$ cat src/hdl/srp_pkg.sv
// ----------------------------------------------------------------------------
// srp_pkg
// types, codes and constants shared by the socks5 reply parser
// ----------------------------------------------------------------------------
package srp_pkg;

    localparam int MAX_FRAME_BYTES = 512;
    localparam int CNT_W           = $clog2(MAX_FRAME_BYTES + 1);
    localparam logic [CNT_W-1:0] CNT_MAX = CNT_W'(MAX_FRAME_BYTES);

    localparam logic [7:0] SOCKS_VER     = 8'h05;
    localparam logic [7:0] AUTH_VER      = 8'h01;
    localparam logic [7:0] AUTH_STATUS_OK = 8'h00;
    localparam logic [7:0] REPLY_OK      = 8'h00;
    localparam logic [7:0] METH_NO_AUTH  = 8'h00;
    localparam logic [7:0] METH_USERPASS = 8'h02;
    localparam logic [7:0] ATYP_IPV4     = 8'h01;
    localparam logic [7:0] ATYP_DOMAIN   = 8'h03;
    localparam logic [7:0] ATYP_IPV6     = 8'h04;

    localparam int HDR_BYTES      = 4;
    localparam int PORT_BYTES     = 2;
    localparam int METHOD_MIN_LEN = 2;
    localparam int AUTH_LEN       = 2;
    localparam int REPLY_MIN_LEN  = 4;
    localparam int DOMAIN_MIN_LEN = 5;
    localparam int LEN_IPV4       = HDR_BYTES + 4 + PORT_BYTES;
    localparam int LEN_IPV6       = HDR_BYTES + 16 + PORT_BYTES;
    localparam int DOMAIN_OVHD    = HDR_BYTES + 1 + PORT_BYTES;
    localparam int POS_ATYP       = 3;
    localparam int POS_ADDR       = 4;
    localparam int POS_DOMAIN     = 5;
    localparam int POS_IPV4_END   = LEN_IPV4 - PORT_BYTES - 1;
    localparam int POS_IPV6_END   = LEN_IPV6 - PORT_BYTES - 1;

    typedef enum logic [1:0] {
        PH_METHOD  = 2'd0,
        PH_AUTH    = 2'd1,
        PH_REQUEST = 2'd2,
        PH_DONE    = 2'd3
    } t_phase;

    typedef enum logic [3:0] {
        ERR_OK          = 4'd0,
        ERR_METHOD_HDR  = 4'd1,
        ERR_METHOD_BAD  = 4'd2,
        ERR_AUTH_LEN    = 4'd3,
        ERR_AUTH_VER    = 4'd4,
        ERR_AUTH_REJ    = 4'd5,
        ERR_REPLY_SHORT = 4'd6,
        ERR_REPLY_VER   = 4'd7,
        ERR_REPLY_FAIL  = 4'd8,
        ERR_ATYP        = 4'd9,
        ERR_ADDR_LEN    = 4'd10
    } t_err;

    typedef struct packed {
        logic [7:0] data_byte;
        logic       last_byte;
    } t_in_item;

    typedef struct packed {
        logic        addr_valid;
        logic [7:0]  addr_byte;
        logic        frame_done;
        logic        accepted;
        t_err        error_code;
        t_phase      phase_now;
        logic [7:0]  chosen_method;
        logic [7:0]  address_type;
        logic [15:0] bound_port;
    } t_out_item;

endpackage

$ cat src/hdl/srp_ifs.sv
// ----------------------------------------------------------------------------
// srp_ifs
// valid/ready channels carrying reply bytes in and parse results out
// ----------------------------------------------------------------------------
interface srp_in_if;
    import srp_pkg::*;

    logic     valid;
    logic     ready;
    t_in_item data;

    modport source (output valid, output data, input ready);
    modport sink   (input valid, input data, output ready);
endinterface

interface srp_out_if;
    import srp_pkg::*;

    logic      valid;
    logic      ready;
    t_out_item data;

    modport source (output valid, output data, input ready);
    modport sink   (input valid, input data, output ready);
endinterface

$ cat src/hdl/srp_core.sv
// ----------------------------------------------------------------------------
// srp_core
// parser state and single-pass judgement of one reply byte
// ----------------------------------------------------------------------------
module srp_core (
    input  logic               i_clk,
    input  logic               i_rst_n,
    input  logic               i_step,
    input  srp_pkg::t_in_item  i_item,
    output srp_pkg::t_out_item o_result
);
    import srp_pkg::*;

    t_phase           r_phase,         n_phase;
    logic [CNT_W-1:0] r_byte_count,    n_byte_count;
    logic [7:0]       r_hdr [HDR_BYTES];
    logic [7:0]       n_hdr [HDR_BYTES];
    logic [7:0]       r_domain_length, n_domain_length;
    logic [15:0]      r_port_shift,    n_port_shift;
    logic [7:0]       r_method_seen,   n_method_seen;

    logic [CNT_W-1:0] pos;
    logic [CNT_W-1:0] len;
    logic [CNT_W-1:0] dom_end;
    logic [CNT_W-1:0] dom_len_total;
    logic [7:0]       b;
    logic             in_span;
    t_err             err;

    always_comb begin
        b       = i_item.data_byte;
        pos     = r_byte_count;
        len     = (pos < CNT_MAX) ? pos + 1'b1 : CNT_MAX;

        for (int i = 0; i < HDR_BYTES; i++) begin
            n_hdr[i] = (pos == CNT_W'(i)) ? b : r_hdr[i];
        end
        n_domain_length = (pos == CNT_W'(POS_ADDR)) ? b : r_domain_length;
        n_port_shift    = {r_port_shift[7:0], b};
        n_method_seen   = r_method_seen;
        n_phase         = r_phase;
        n_byte_count    = len;

        dom_end       = CNT_W'(POS_ADDR) + CNT_W'(n_domain_length);
        dom_len_total = CNT_W'(DOMAIN_OVHD) + CNT_W'(n_domain_length);

        o_result = '0;

        // address streaming
        if (r_phase == PH_REQUEST) begin
            if (pos >= CNT_W'(POS_ATYP)) begin
                o_result.address_type = n_hdr[3];
            end
            in_span = 1'b0;
            case (n_hdr[3])
                ATYP_IPV4:   in_span = pos <= CNT_W'(POS_IPV4_END);
                ATYP_IPV6:   in_span = pos <= CNT_W'(POS_IPV6_END);
                ATYP_DOMAIN: in_span = (pos >= CNT_W'(POS_DOMAIN)) && (pos <= dom_end);
                default:     in_span = 1'b0;
            endcase
            if (pos >= CNT_W'(POS_ADDR) && n_hdr[0] == SOCKS_VER && n_hdr[1] == REPLY_OK
                && in_span) begin
                o_result.addr_valid = 1'b1;
                o_result.addr_byte  = b;
            end
        end else begin
            in_span = 1'b0;
        end

        // verdict on the last byte
        err = ERR_OK;
        if (i_item.last_byte) begin
            case (r_phase)
                PH_METHOD: begin
                    if (len < CNT_W'(METHOD_MIN_LEN) || n_hdr[0] != SOCKS_VER) begin
                        err = ERR_METHOD_HDR;
                    end else begin
                        n_method_seen = n_hdr[1];
                        if (n_hdr[1] == METH_NO_AUTH) begin
                            n_phase = PH_REQUEST;
                        end else if (n_hdr[1] == METH_USERPASS) begin
                            n_phase = PH_AUTH;
                        end else begin
                            err = ERR_METHOD_BAD;
                        end
                    end
                end
                PH_REQUEST: begin
                    if (len < CNT_W'(REPLY_MIN_LEN)) begin
                        err = ERR_REPLY_SHORT;
                    end else if (n_hdr[0] != SOCKS_VER) begin
                        err = ERR_REPLY_VER;
                    end else if (n_hdr[1] != REPLY_OK) begin
                        err = ERR_REPLY_FAIL;
                    end else begin
                        case (n_hdr[3])
                            ATYP_IPV4: begin
                                if (len != CNT_W'(LEN_IPV4)) err = ERR_ADDR_LEN;
                            end
                            ATYP_IPV6: begin
                                if (len != CNT_W'(LEN_IPV6)) err = ERR_ADDR_LEN;
                            end
                            ATYP_DOMAIN: begin
                                if (len < CNT_W'(DOMAIN_MIN_LEN) || len != dom_len_total) begin
                                    err = ERR_ADDR_LEN;
                                end
                            end
                            default: err = ERR_ATYP;
                        endcase
                        if (err == ERR_OK) begin
                            n_phase             = PH_DONE;
                            o_result.bound_port = n_port_shift;
                        end
                    end
                end
                default: begin
                    if (len != CNT_W'(AUTH_LEN)) begin
                        err = ERR_AUTH_LEN;
                    end else if (n_hdr[0] != AUTH_VER) begin
                        err = ERR_AUTH_VER;
                    end else if (n_hdr[1] != AUTH_STATUS_OK) begin
                        err = ERR_AUTH_REJ;
                    end else begin
                        n_phase = PH_REQUEST;
                    end
                end
            endcase
            n_byte_count = '0;
            n_port_shift = '0;
        end

        o_result.frame_done    = i_item.last_byte;
        o_result.accepted      = i_item.last_byte && (err == ERR_OK);
        o_result.error_code    = err;
        o_result.phase_now     = n_phase;
        o_result.chosen_method = n_method_seen;
    end

    always_ff @(posedge i_clk) begin
        if (!i_rst_n) begin
            r_phase         <= PH_METHOD;
            r_byte_count    <= '0;
            r_domain_length <= '0;
            r_port_shift    <= '0;
            r_method_seen   <= '0;
            for (int i = 0; i < HDR_BYTES; i++) begin
                r_hdr[i] <= '0;
            end
        end else if (i_step) begin
            r_phase         <= n_phase;
            r_byte_count    <= n_byte_count;
            r_domain_length <= n_domain_length;
            r_port_shift    <= n_port_shift;
            r_method_seen   <= n_method_seen;
            for (int i = 0; i < HDR_BYTES; i++) begin
                r_hdr[i] <= n_hdr[i];
            end
        end
    end

`ifndef SYNTHESIS
    a_count_clear: assert property (@(posedge i_clk) disable iff (!i_rst_n)
        i_step && i_item.last_byte |=> r_byte_count == '0)
        else $error("byte count not cleared after last byte");

    a_count_incr: assert property (@(posedge i_clk) disable iff (!i_rst_n)
        i_step && !i_item.last_byte && r_byte_count < CNT_MAX
        |=> r_byte_count == $past(r_byte_count) + 1'b1)
        else $error("byte count did not advance");

    a_port_clear: assert property (@(posedge i_clk) disable iff (!i_rst_n)
        i_step && i_item.last_byte |=> r_port_shift == '0)
        else $error("port shift not cleared after last byte");

    a_phase_hold: assert property (@(posedge i_clk) disable iff (!i_rst_n)
        !i_step |=> $stable(r_phase) && $stable(r_method_seen))
        else $error("parser state moved without an item");
`endif

endmodule

$ cat src/hdl/socks5_reply_parser.sv
// ----------------------------------------------------------------------------
// socks5_reply_parser
// client-side socks5 server reply parser, one byte per item
// ----------------------------------------------------------------------------
// a result is offered from the result register once its byte has left the input
// register, and is held back while an older result still waits
// throughput: one byte per cycle, sustained while the result side takes items
// the input register feeds the judgement logic, the result register holds
// its output, so a new byte is taken into an empty input register while a result still waits
// reset: synchronous active-low, returns to method phase with all counts clear
// ----------------------------------------------------------------------------
module socks5_reply_parser (
    input  logic             i_clk,
    input  logic             i_rst_n,
    srp_in_if.sink           i_in,
    srp_out_if.source        o_out
);
    import srp_pkg::*;

    logic      r_in_valid;
    t_in_item  r_in_item;
    logic      r_out_valid;
    t_out_item r_out_item;
    logic      w_adv;
    t_out_item w_result;

    assign w_adv      = r_in_valid && (!r_out_valid || o_out.ready);
    assign i_in.ready = !r_in_valid || w_adv;

    srp_core u_core (
        .i_clk    (i_clk),
        .i_rst_n  (i_rst_n),
        .i_step   (w_adv),
        .i_item   (r_in_item),
        .o_result (w_result)
    );

    always_ff @(posedge i_clk) begin
        if (!i_rst_n) begin
            r_in_valid  <= 1'b0;
            r_out_valid <= 1'b0;
        end else begin
            if (i_in.ready) begin
                r_in_valid <= i_in.valid;
            end
            if (w_adv) begin
                r_out_valid <= 1'b1;
            end else if (o_out.ready) begin
                r_out_valid <= 1'b0;
            end
        end
    end

    always_ff @(posedge i_clk) begin
        if (i_in.ready && i_in.valid) begin
            r_in_item <= i_in.data;
        end
        if (w_adv) begin
            r_out_item <= w_result;
        end
    end

    assign o_out.valid = r_out_valid;
    assign o_out.data  = r_out_item;

`ifndef SYNTHESIS
    a_in_hold: assert property (@(posedge i_clk) disable iff (!i_rst_n)
        r_in_valid && !w_adv |=> r_in_valid)
        else $error("pending item dropped from input register");

    a_port_only_ok: assert property (@(posedge i_clk) disable iff (!i_rst_n)
        r_out_valid && !r_out_item.accepted |-> r_out_item.bound_port == '0)
        else $error("port given on a rejected message");

    a_addr_phase: assert property (@(posedge i_clk) disable iff (!i_rst_n)
        r_out_valid && r_out_item.addr_valid
        |-> r_out_item.phase_now == PH_REQUEST
            || (r_out_item.accepted && r_out_item.phase_now == PH_DONE))
        else $error("address byte outside request phase");
`endif

endmodule

$ cat src/flat_wrapper.sv
// flat-port wrapper written by rule: the top's interface ports become plain ports
module socks5_reply_parser_flat import srp_pkg::*;
  (i_clk, i_rst_n, i_in_valid, i_in_data, i_in_ready, o_out_valid, o_out_data, o_out_ready);
  srp_in_if i_in_i ();
  srp_out_if o_out_i ();
  input  logic i_clk;
  input  logic i_rst_n;
  input wire logic [$bits(i_in_i.valid)-1:0] i_in_valid;
  input wire logic [$bits(i_in_i.data)-1:0] i_in_data;
  output wire logic [$bits(i_in_i.ready)-1:0] i_in_ready;
  output wire logic [$bits(o_out_i.valid)-1:0] o_out_valid;
  output wire logic [$bits(o_out_i.data)-1:0] o_out_data;
  input wire logic [$bits(o_out_i.ready)-1:0] o_out_ready;
  assign i_in_i.valid = i_in_valid;
  assign i_in_i.data = i_in_data;
  assign i_in_ready = i_in_i.ready;
  assign o_out_valid = o_out_i.valid;
  assign o_out_data = o_out_i.data;
  assign o_out_i.ready = o_out_ready;
  socks5_reply_parser u_core (.i_clk(i_clk), .i_rst_n(i_rst_n), .i_in(i_in_i), .o_out(o_out_i));
endmodule
$ cat config.mk
export PLATFORM = sky130hd
export DESIGN_NAME = socks5_reply_parser_flat
export DESIGN_NICKNAME = d
export VERILOG_FILES = /design/src/hdl/srp_pkg.sv /design/src/hdl/srp_ifs.sv /design/src/hdl/srp_core.sv /design/src/hdl/socks5_reply_parser.sv /design/src/flat_wrapper.sv
export SDC_FILE = /design/constraint.sdc
export NUM_CORES = 1
export LEC_CHECK = 0
export BUFFER_PORTS_ARGS = -buffer_cell sky130_fd_sc_hd__buf_2
export CAP_MARGIN = 25
export CORE_MARGIN = 2
export CORE_UTILIZATION = 50
export CTS_BUF_LIST = sky130_fd_sc_hd__clkbuf_2 sky130_fd_sc_hd__clkbuf_4 sky130_fd_sc_hd__clkbuf_8
export CTS_CLUSTER_DIAMETER = 200
export CTS_CLUSTER_SIZE = 10
export DETAILED_ROUTE_END_ITERATION = 16
export HOLD_SLACK_MARGIN = 0.12
export PLACE_DENSITY = 0.69
export SKIP_LAST_GASP = 1
export SLEW_MARGIN = 40
export SYNTH_ARGS = -nofsm -noshare
export SYNTH_HDL_FRONTEND = slang
export SYNTH_SLANG_ARGS = --single-unit
$ cat constraint.sdc
create_clock -name i_clk -period 11.75 [get_ports i_clk]
set_input_delay 2.35 -clock i_clk [delete_from_list [all_inputs] [get_ports i_clk]]
set_output_delay 2.35 -clock i_clk [all_outputs]
set_load 0.05 [all_outputs]
==> results of run 1 <==
[worst max-delay path by stage]
stage / endpoint / slack (ns) / cells past startpoint
3_5_place_dp: i_in_ready / 6.42 / 4
6_report: i_in_ready / 6.43 / 4
3_3_place_gp: i_in_ready / 6.47 / 4
2_1_floorplan: i_in_ready / 6.54 / 2
4_1_cts: i_in_ready / 6.42 / 4
5_1_grt: u_core.o_out.data[15]$_SDFFCE_PP0P_ / 6.03 / 12
[critical path, stage by stage]
cell,delay [ns]
buf_2,0.10
nor2b_1,0.20
nand2_1,0.10
buf_2,0.22
[power groups by stage]
| stage | registers, mW | clock network, mW | logic [mW] |
|---|---|---|---|
| 2_1_floorplan | 0.504 | 0 | 0.0466 |
| 3_3_place_gp | 0.490 | 0 | 0.0834 |
| 3_5_place_dp | 0.490 | 0 | 0.0848 |
| 4_1_cts | 0.481 | 0.427 | 0.0853 |
| 5_1_grt | 0.483 | 0.442 | 0.0924 |
| 6_report | 0.481 | 0.418 | 0.0850 |
[logic make-up after synthesis]
| family | synth area share |
|---|---|
| multiplexers | 0.0876 |
| adder cells (fa/ha/maj) | 0.0299 |
| AO/OA/AOI/OAI | 0.114 |
| buffers and inverters | 0.0336 |
| AND/OR/NAND/NOR | 0.191 |
| XOR/XNOR | 0.0310 |
| flip-flops | 0.513 |
[Yosys cell counts (all sizes together) (4+ instances only)]
cell type  number
edfxtp         82
nand2          57
nor2           56
dfxtp          38
mux2i          37
and2           29
clkbuf         27
o21ai          25
a21oi          19
inv            16
mux2           16
nor2b          16
ha             15
nor3           15
xnor2          12
nor4           10
a21boi          9
a22o            9
nand3           9
buf             8
or3             8
a31oi           6
nand2b          6
nand4           6
o31ai           6
nand4b          5
o211a           5
xor2            5
and3            4
[flip-flops by register name (all words and copies together), names as in the netlist]
signal and count:
u_core.o_out.data 49, u_core.o_out.valid 1, u_core.r_in_item 9, u_core.r_in_valid 1, u_core.u_core.pos 10, u_core.u_core.r_domain_length 8, u_core.u_core.r_hdr 24, u_core.u_core.r_method_seen 8
u_core.u_core.r_phase 2, u_core.u_core.r_port_shift 8
[layout make-up]
class	count	area [um^2]	area share
multi-input combinational	424	2900	0.403
timing repair buffer	68	353	0.0490
clock buffer	19	262	0.0363
sequential	120	3220	0.448
tap	168	210	0.0292
inverter	16	60.1	0.00834
clock inverter	13	190	0.0264
[metrics by stage]
| stage | utilization | hold slack, ns |
|---|---|---|
| 2_1_floorplan | - | 0.441 |
| 3_3_place_gp | 0.551 | 0.448 |
| 3_5_place_dp | 0.553 | 0.455 |
| 4_1_cts | 0.590 | 0.472 |
| 5_1_grt | 0.592 | 0.489 |
| 6_report | 0.592 | 0.467 |
[layer usage]
| metal | global-route usage | vias up | part of all wire | routed length, um |
|---|---|---|---|---|
| li1 | - | 2268 | - | - |
| met2 | 0.349 | 191 | 0.44 | 6490 |
| met1 | 0.320 | 2270 | 0.46 | 6770 |
| met3 | 0.0566 | 26 | 0.074 | 1080 |
| met4 | 0.0921 | 0 | 0.021 | 306 |
| met5 | 0 | - | 0 | 0 |
==> out/results.tsv, run 1 <==
metric	value	unit
status	finished, final reports clean	
worst min-delay path class	reg2reg	
Clock transition at path regs	0.07	ns
setup TNS	0	ns
Port Buffers	63	
Critical Path AT	2.97	ns
Resize count post-CTS	0	
max_cap viols	0	
most frequent cells in the layout	82 x edfxtp_1, 63 x buf_2, 56 x nor2_1, 56 x nand2_1, 38 x dfxtp_1	
Antenna Cells	0	
clk_lat worst skew	0.45	ns
vias in the first global route	4471	
critical path class	in2out	
DR WL/cell	17.7	um
syn nets	623	
Cell Rows	40	
final WL	14700	um
R2R Path End	u_core.o_out.data[15]$_SDFFCE_PP0P_	
Worst Setup End Kind	output pin	
origin of the worst setup path	o_out_ready	
final setup fails	0	
DR vias/cell	5.74	
Setup WS pre-CTS	6.42	ns
Pint	0.738	mW
area grow syn2layout	14.5	%
H-tree levels	4	
Worst Hold Endpoint	u_core.u_core.r_method_seen[6]$_SDFFE_PN0P_	
Hold Startpoint	u_core.u_core.r_method_seen[6]$_SDFFE_PN0P_	
Leak	2.79	nW
io pins	64	
clk buf depth	2	
post-route insts no fill	828	
largest net degree at the start of global routing	67	
TritonCTS buffer count	17	
1st-iter DRT viols	457	
power per cell area	137	mW/mm^2
Switch Pwr	0.246	mW
grt total ovfl	0	
ys flop type	edfxtp_1	
TritonRoute pass-1 iters	5	
mean cell area of the mapped netlist	10.6	um^2
Root Buffer	clkbuf_8	
crit share post-route	0.453	
largest area contributor in the netlist	edfxtp_1	
Area after DPL	0.00673	mm^2
Synth cell types	60	
hold depth	2	
Reg power frac	0.489	
max_slew headroom	0.452	
DP Cell Count	796	
Sw Share	0.250	
Via Count	4755	
synthesized instance count	595	
nets	675	
crit path launch type	primary input	
RSZ-0062 raised after global routing	false	
Die Height	116	um
Die Width	116	um
final-report hold violation count	0	
power share of the clock group	0.425	
Peak VDD IR	0.0000810	V
CTS tree	built	
Least-Margin Pin Slew	0.822	ns
Filler Cell Count	1049	
clk_skew	0.0136	ns
die area	0.0135	mm^2
CTS hold repair buffers	0	
clk sinks	120	
Global Route Usage Sum	0.230	
Final WS setup	6.43	ns
Gate power share	0.086	
Yosys reg bits	120	
post-route ant nets	0	
Detail Placement HPWL	9830	um
most common cell after layout, fill and taps aside	edfxtp_1	
initial antenna violation count	0	
overall power	0.984	mW
Synth area leaders	edfxtp_1 39%, dfxtp_1 12%, mux2i_1 5.9%	
final-report max-slew violation count	0	
cell count of the worst reg-to-reg path	12	
total core area	0.0122	mm^2
EDFF count, synth	82	
R2R Path Start	u_core.u_core.pos[6]$_SDFFE_PN0P_	
Synth warnings	0	
Setup Fix Bufs, Post-CTS	0	
share of the synthesized area in the top cell type	0.392	
Starting Density	0.517	
f_max	0.188	GHz
min Tclk post-route	5.32	ns
ys async rst share	0	
reg2reg setup slack	6.49	ns
fin area	0.00720	mm^2
Mapped Area	0.00629	mm^2
first-pass GRT wire length	23300	um
routability-driven placement congestion ratio	0.931	
layout cells sized above 1	0.200	
drc violations	0	
post-synthesis sequential area ratio	0.513	
Worst Path Required	9.40	ns
CP max FO	4	
(Power assumes the default switching activity.)
==> inputs of run 2 (changes only) <==
==> constraint.sdc (replaced) <==
create_clock -name i_clk -period 5.01 [get_ports i_clk]
set_input_delay 1.002 -clock i_clk [delete_from_list [all_inputs] [get_ports i_clk]]
set_output_delay 1.002 -clock i_clk [all_outputs]
set_load 0.05 [all_outputs]
==> out/results.tsv, run 2 (synthesis gave the netlist of run 1 again) <==
metric	value	unit	change
Detail Placement HPWL	10500	um	+6.3%
CTS tree	built		
final hold slack	0.464	ns	-0.00323 ns
1st-iter DRT viols	316		-31%
TritonCTS buffer count	17		unchanged
clk buf depth	2		unchanged
post-route insts no fill	845		+2.1%
Die Width	116	um	unchanged
area grow syn2layout	15.0	%	
Hold Startpoint	u_core.u_core.r_method_seen[6]$_SDFFE_PN0P_		
final setup fails	0		unchanged
Peak VDD IR	0.000198	V	+140%
clk_skew	0.0205	ns	+0.00688 ns
clk sinks	120		unchanged
final-report hold violation count	0		unchanged
Starting Density	0.517		unchanged
DP Cell Count	813		+2.1%
Die Height	116	um	unchanged
DR WL/cell	18.1	um	+2.4%
final WL	15300	um	+4.5%
io pins	64		unchanged
crit path launch type	flip-flop		
clk_lat worst skew	0.45	ns	about the same
nets	692		+2.5%
Clock transition at path regs	0.07	ns	about the same
Largest register FFs	49		unchanged
H-tree levels	4		unchanged
initial antenna violation count	0		unchanged
Via Count	4879		+2.6%
max_cap viols	0		unchanged
Setup Fix Bufs, Post-CTS	0		unchanged
Area after DPL	0.00684	mm^2	+1.6%
Global Route Usage Sum	0.238		+0.00731
critical path's largest stage delay	0.69	ns	+0.47 ns
Worst Setup End Kind	flip-flop		
Worst Path Required	5.31	ns	-4.09 ns
worst min-delay path class	reg2reg		
power per cell area	302	mW/mm^2	+120%
grt total ovfl	0		unchanged
min Tclk post-route	4.63	ns	
TritonRoute pass-1 iters	5		unchanged
Port Buffers	63		unchanged
post-route ant nets	0		unchanged
DR vias/cell	5.77		+0.54%
Least-Margin Pin Slew	0.716	ns	-0.106 ns
Resize count post-CTS	0		unchanged
critical path class	reg2reg		
first-pass GRT wire length	23900	um	+2.9%
CP max FO	18		+14
CP Cell Sequence	or4_1 > nor3_4 > mux2i_1 > ha_1 > inv_1 > a21oi_1 > xor3_1 > nor4_1 > nand4_1 > o31ai_2 > nor3b_4 > and2_1		
Root Buffer	clkbuf_8		
most common cell after layout, fill and taps aside	edfxtp_1		
overall power	2.19	mW	+120%
die area	0.0135	mm^2	unchanged
most frequent cells in the layout	82 x edfxtp_1, 63 x buf_2, 57 x nand2_1, 56 x nor2_1, 38 x dfxtp_1		
Worst path slowest cell	or4_1		
R2R Path Start	u_core.u_core.pos[6]$_SDFFE_PN0P_		
routability-driven placement congestion ratio	0.910		-2.3%
max_slew headroom	0.521		+0.0687
reg2reg setup slack	0.38	ns	-6.11 ns
final-report max-slew violation count	0		unchanged
f_max	0.216	GHz	
vias in the first global route	4537		+1.5%
Critical Path AT	4.93	ns	+1.96 ns
RSZ-0062 raised after global routing	false		
layout cells sized above 1	0.216		+0.0157
crit share post-route	0.924		
total core area	0.0122	mm^2	unchanged
Leak	2.84	nW	+2.0%
largest net degree at the start of global routing	67		unchanged
Cell Rows	40		unchanged
CTS hold repair buffers	0		unchanged
Antenna Cells	0		unchanged
drc violations	0		unchanged
setup TNS	0	ns	unchanged
fin area	0.00723	mm^2	+0.42%
origin of the worst setup path	u_core.u_core.pos[6]$_SDFFE_PN0P_		
status	finished, final reports clean		
run 2: changes by cell type in the layout (fill, tap and decap cells not counted), sizes merged:
cell    change
clkbuf      +4
clkinv      +1
inv         -3
bufinv      -2
buf        +17
run 2: final timing paths:
| check | to | cells after the start |
|---|---|---|
| hold reg to reg | u_core.u_core.r_method_seen[6]$_SDFFE_PN0P_ | 2 |
| setup reg to reg | u_core.o_out.data[15]$_SDFFCE_PP0P_ | 12 |
| hold / removal | u_core.u_core.r_method_seen[6]$_SDFFE_PN0P_ | 2 |
| setup / recovery | u_core.o_out.data[15]$_SDFFCE_PP0P_ | 12 |
run 2: power by group:
group / internal [mW] / switching (mW)
Combinational: 0.0664 / 0.145
Clock: 0.471 / 0.378
Sequential: 1.10 / 0.0294
run 2: layout make-up:
| type | count | area [um^2] |
|---|---|---|
| inverter | 16 | 60.1 |
| fill | 1022 | 4930 |
| sequential | 120 | 3220 |
| clock buffer | 23 | 279 |
| timing repair buffer | 85 | 484 |
| multi-input combinational | 424 | 2870 |
| clock inverter | 9 | 104 |
| tap | 168 | 210 |
run 2: per-layer routing:
layer  routed length (um)  track usage
met3                 1330       0.0560
met2                 6950        0.372
met4                  257       0.0865
met1                 6770        0.325
met5                    0            0
run 2: stage by stage:
step,utilization,setup slack (ns)
3_5_place_dp,0.562,0.409
5_1_grt,0.594,0.0849
6_report,0.594,0.380
2_1_floorplan,-,0.793
3_3_place_gp,0.562,0.547
4_1_cts,0.594,0.368
run 2: critical path: cells and delay by family (launching register included):
family                   cells  cell delay [ns]
AND/OR/NAND/NOR              6             2.22
AO/OA/AOI/OAI                2             0.69
multiplexers                 1             0.43
flip-flops                   1             0.40
XOR/XNOR                     1             0.40
adder cells (fa/ha/maj)      1             0.26
buffers and inverters        1             0.08
==> inputs of run 3 (changes only) <==
==> constraint.sdc (replaced) <==
create_clock -name i_clk -period 5.05 [get_ports i_clk]
set_input_delay 1.01 -clock i_clk [delete_from_list [all_inputs] [get_ports i_clk]]
set_output_delay 1.01 -clock i_clk [all_outputs]
set_load 0.05 [all_outputs]
==> out/results.tsv, run 3 (synthesis gave the netlist of run 1 again) <==
metric	value	unit	change
status	finished, final reports clean		
Hold Startpoint	u_core.u_core.r_method_seen[4]$_SDFFE_PN0P_		
io pins	64		unchanged
Largest register FFs	49		unchanged
WP buf/inv	2		+1
Cell Rows	40		unchanged
Filler Cell Count	1037		+1.5%
Antenna Cells	0		unchanged
reg2reg setup slack	0.46	ns	+0.08 ns
worst min-delay path class	reg2reg		
CTS tree	built		
CP Cell Sequence	or4_1 > nor3_4 > mux2i_1 > ha_1 > inv_1 > a21oi_1 > xor3_1 > nor4_1 > nand4_1 > o31ai_2 > nor3b_4 > buf_12 > and2_1		
Sw Share	0.256		+0.00367
max_slew headroom	0.475		-0.0460
Worst path slowest cell	or4_1		
clk_skew	0.0165	ns	-0.00397 ns
clk sinks	120		unchanged
DR WL/cell	18.0	um	-0.55%
die area	0.0135	mm^2	unchanged
R2R Path Start	u_core.u_core.pos[6]$_SDFFE_PN0P_		
Switch Pwr	0.564	mW	+2.2%
first-pass GRT wire length	23900	um	unchanged
Global Route Usage Sum	0.237		-0.000350
crit share post-route	0.908		-0.0162
most frequent cells in the layout	82 x edfxtp_1, 63 x buf_2, 57 x nand2_1, 56 x nor2_1, 38 x dfxtp_1		
cell count of the worst reg-to-reg path	13		+1
final setup fails	0		unchanged
Worst Path Required	5.35	ns	+0.04 ns
Die Height	116	um	unchanged
1st-iter DRT viols	423		+34%
Die Width	116	um	unchanged
Critical Path AT	4.89	ns	-0.04 ns
R2R Path End	u_core.o_out.data[6]$_SDFFCE_PP0P_		
final-report hold violation count	0		unchanged
Peak VDD IR	0.000231	V	+17%
Root Buffer	clkbuf_8		
Via Count	4852		-0.55%
critical path's largest stage delay	0.70	ns	about the same
Port Buffers	63		unchanged
Starting Density	0.517		unchanged
setup TNS	0	ns	unchanged
Clock transition at path regs	0.07	ns	about the same
drc violations	0		unchanged
crit path launch type	flip-flop		
Worst Hold Endpoint	u_core.u_core.r_method_seen[4]$_SDFFE_PN0P_		
f_max	0.218	GHz	+0.97%
overall power	2.20	mW	+0.76%
nets	689		-0.43%
Leak	2.82	nW	-0.73%
power per cell area	305	mW/mm^2	+0.83%
TritonRoute pass-1 iters	5		unchanged
max_cap viols	0		unchanged
layout cells sized above 1	0.206		-0.00943
CTS hold repair buffers	0		unchanged
final-report max-slew violation count	0		unchanged
Gate power share	0.091		-0.006
Worst path depth	13		+1
Pint	1.64	mW	+0.26%
routability-driven placement congestion ratio	0.947		+4.1%
Least-Margin Pin Slew	0.782	ns	+0.0656 ns
critical path class	reg2reg		
fin util	0.594		about the same
total core area	0.0122	mm^2	unchanged
initial antenna violation count	0		unchanged
area grow syn2layout	14.9	%	about the same
min Tclk post-route	4.59	ns	-0.0447 ns
power share of the clock group	0.399		+0.011
final WL	15200	um	-0.91%
grt total ovfl	0		unchanged
hold depth	2		unchanged
Worst Setup End Kind	flip-flop		
post-route ant nets	0		unchanged
Reg power frac	0.510		-0.005
DR vias/cell	5.76		-0.20%
largest net degree at the start of global routing	67		unchanged
vias in the first global route	4513		-0.53%
TritonCTS buffer count	17		unchanged
clk_lat worst skew	0.45	ns	about the same
clk buf depth	2		unchanged
CP max FO	18		unchanged
Detail Placement HPWL	10200	um	-2.5%
RSZ-0062 raised after global routing	false		
most common cell after layout, fill and taps aside	edfxtp_1		
kind of cell adding the most delay to the critical path	simple AND/OR/NAND/NOR gates		
H-tree levels	4		unchanged
-- run 3: layout make-up --
class | count | area (um^2) | area share
clock inverter | 14 | 155 | 0.0215
tap | 168 | 210 | 0.0291
inverter | 16 | 60.1 | 0.00831
multi-input combinational | 424 | 2860 | 0.396
clock buffer | 18 | 241 | 0.0334
timing repair buffer | 82 | 470 | 0.0651
sequential | 120 | 3220 | 0.446
-- run 3: power groups by stage --
stage               combinational, mW  clock [mW]  sequential [mW]
finish                          0.201       0.879             1.12
global route                    0.217       0.935             1.13
CTS                             0.201       0.893             1.12
detailed placement              0.200           0             1.14
global placement                0.198           0             1.14
floorplan                       0.108           0             1.17
-- run 3: per-layer routing --
layer	vias to the layer above	routed length [um]	track usage
li1	2290	-	-
met1	2316	6970	0.336
met2	229	6760	0.357
met3	17	1250	0.0675
met4	0	184	0.0714
met5	-	0	0
-- run 3: worst reg2reg max path, cell delays in order (launching register included) --
cell     delay [ns]
dfxtp_1        0.40
or4_1          0.70
nor3_4         0.42
mux2i_1        0.45
ha_1           0.26
inv_1          0.08
a21oi_1        0.39
xor3_1         0.41
nor4_1         0.25
nand4_1        0.14
o31ai_2        0.37
nor3b_4        0.28
buf_12         0.16
and2_1         0.14
-- run 3: timing repair --
action | 4_1_cts | 5_1_grt
setup endpoints to repair | 0 | 1
buffers inserted | 0 | 1
resized for setup | 0 | 0
-- run 3: worst max-delay path by stage --
stage | from | end | slack, ns
after floorplan | u_core.u_core.pos[6]$_SDFFE_PN0P_ | u_core.o_out.data[7]$_SDFFCE_PP0P_ | 0.83
after global placement | u_core.u_core.pos[6]$_SDFFE_PN0P_ | u_core.o_out.data[5]$_SDFFCE_PP0P_ | 0.50
after detailed placement | u_core.u_core.pos[6]$_SDFFE_PN0P_ | u_core.o_out.data[6]$_SDFFCE_PP0P_ | 0.33
after CTS | u_core.u_core.pos[6]$_SDFFE_PN0P_ | u_core.o_out.data[6]$_SDFFCE_PP0P_ | 0.28
after global routing | u_core.u_core.pos[6]$_SDFFE_PN0P_ | u_core.o_out.data[6]$_SDFFCE_PP0P_ | 0.20
final | u_core.u_core.pos[6]$_SDFFE_PN0P_ | u_core.o_out.data[6]$_SDFFCE_PP0P_ | 0.46
-- run 3: per-stage QoR --
step	hold WS [ns]	cell area, um^2	setup slack (ns)	instances
2_1_floorplan	0.441	6290	0.833	595
3_3_place_gp	0.447	6800	0.498	809
3_5_place_dp	0.457	6810	0.332	809
4_1_cts	0.467	7200	0.278	841
5_1_grt	0.492	7220	0.199	842
6_report	0.466	7220	0.465	842
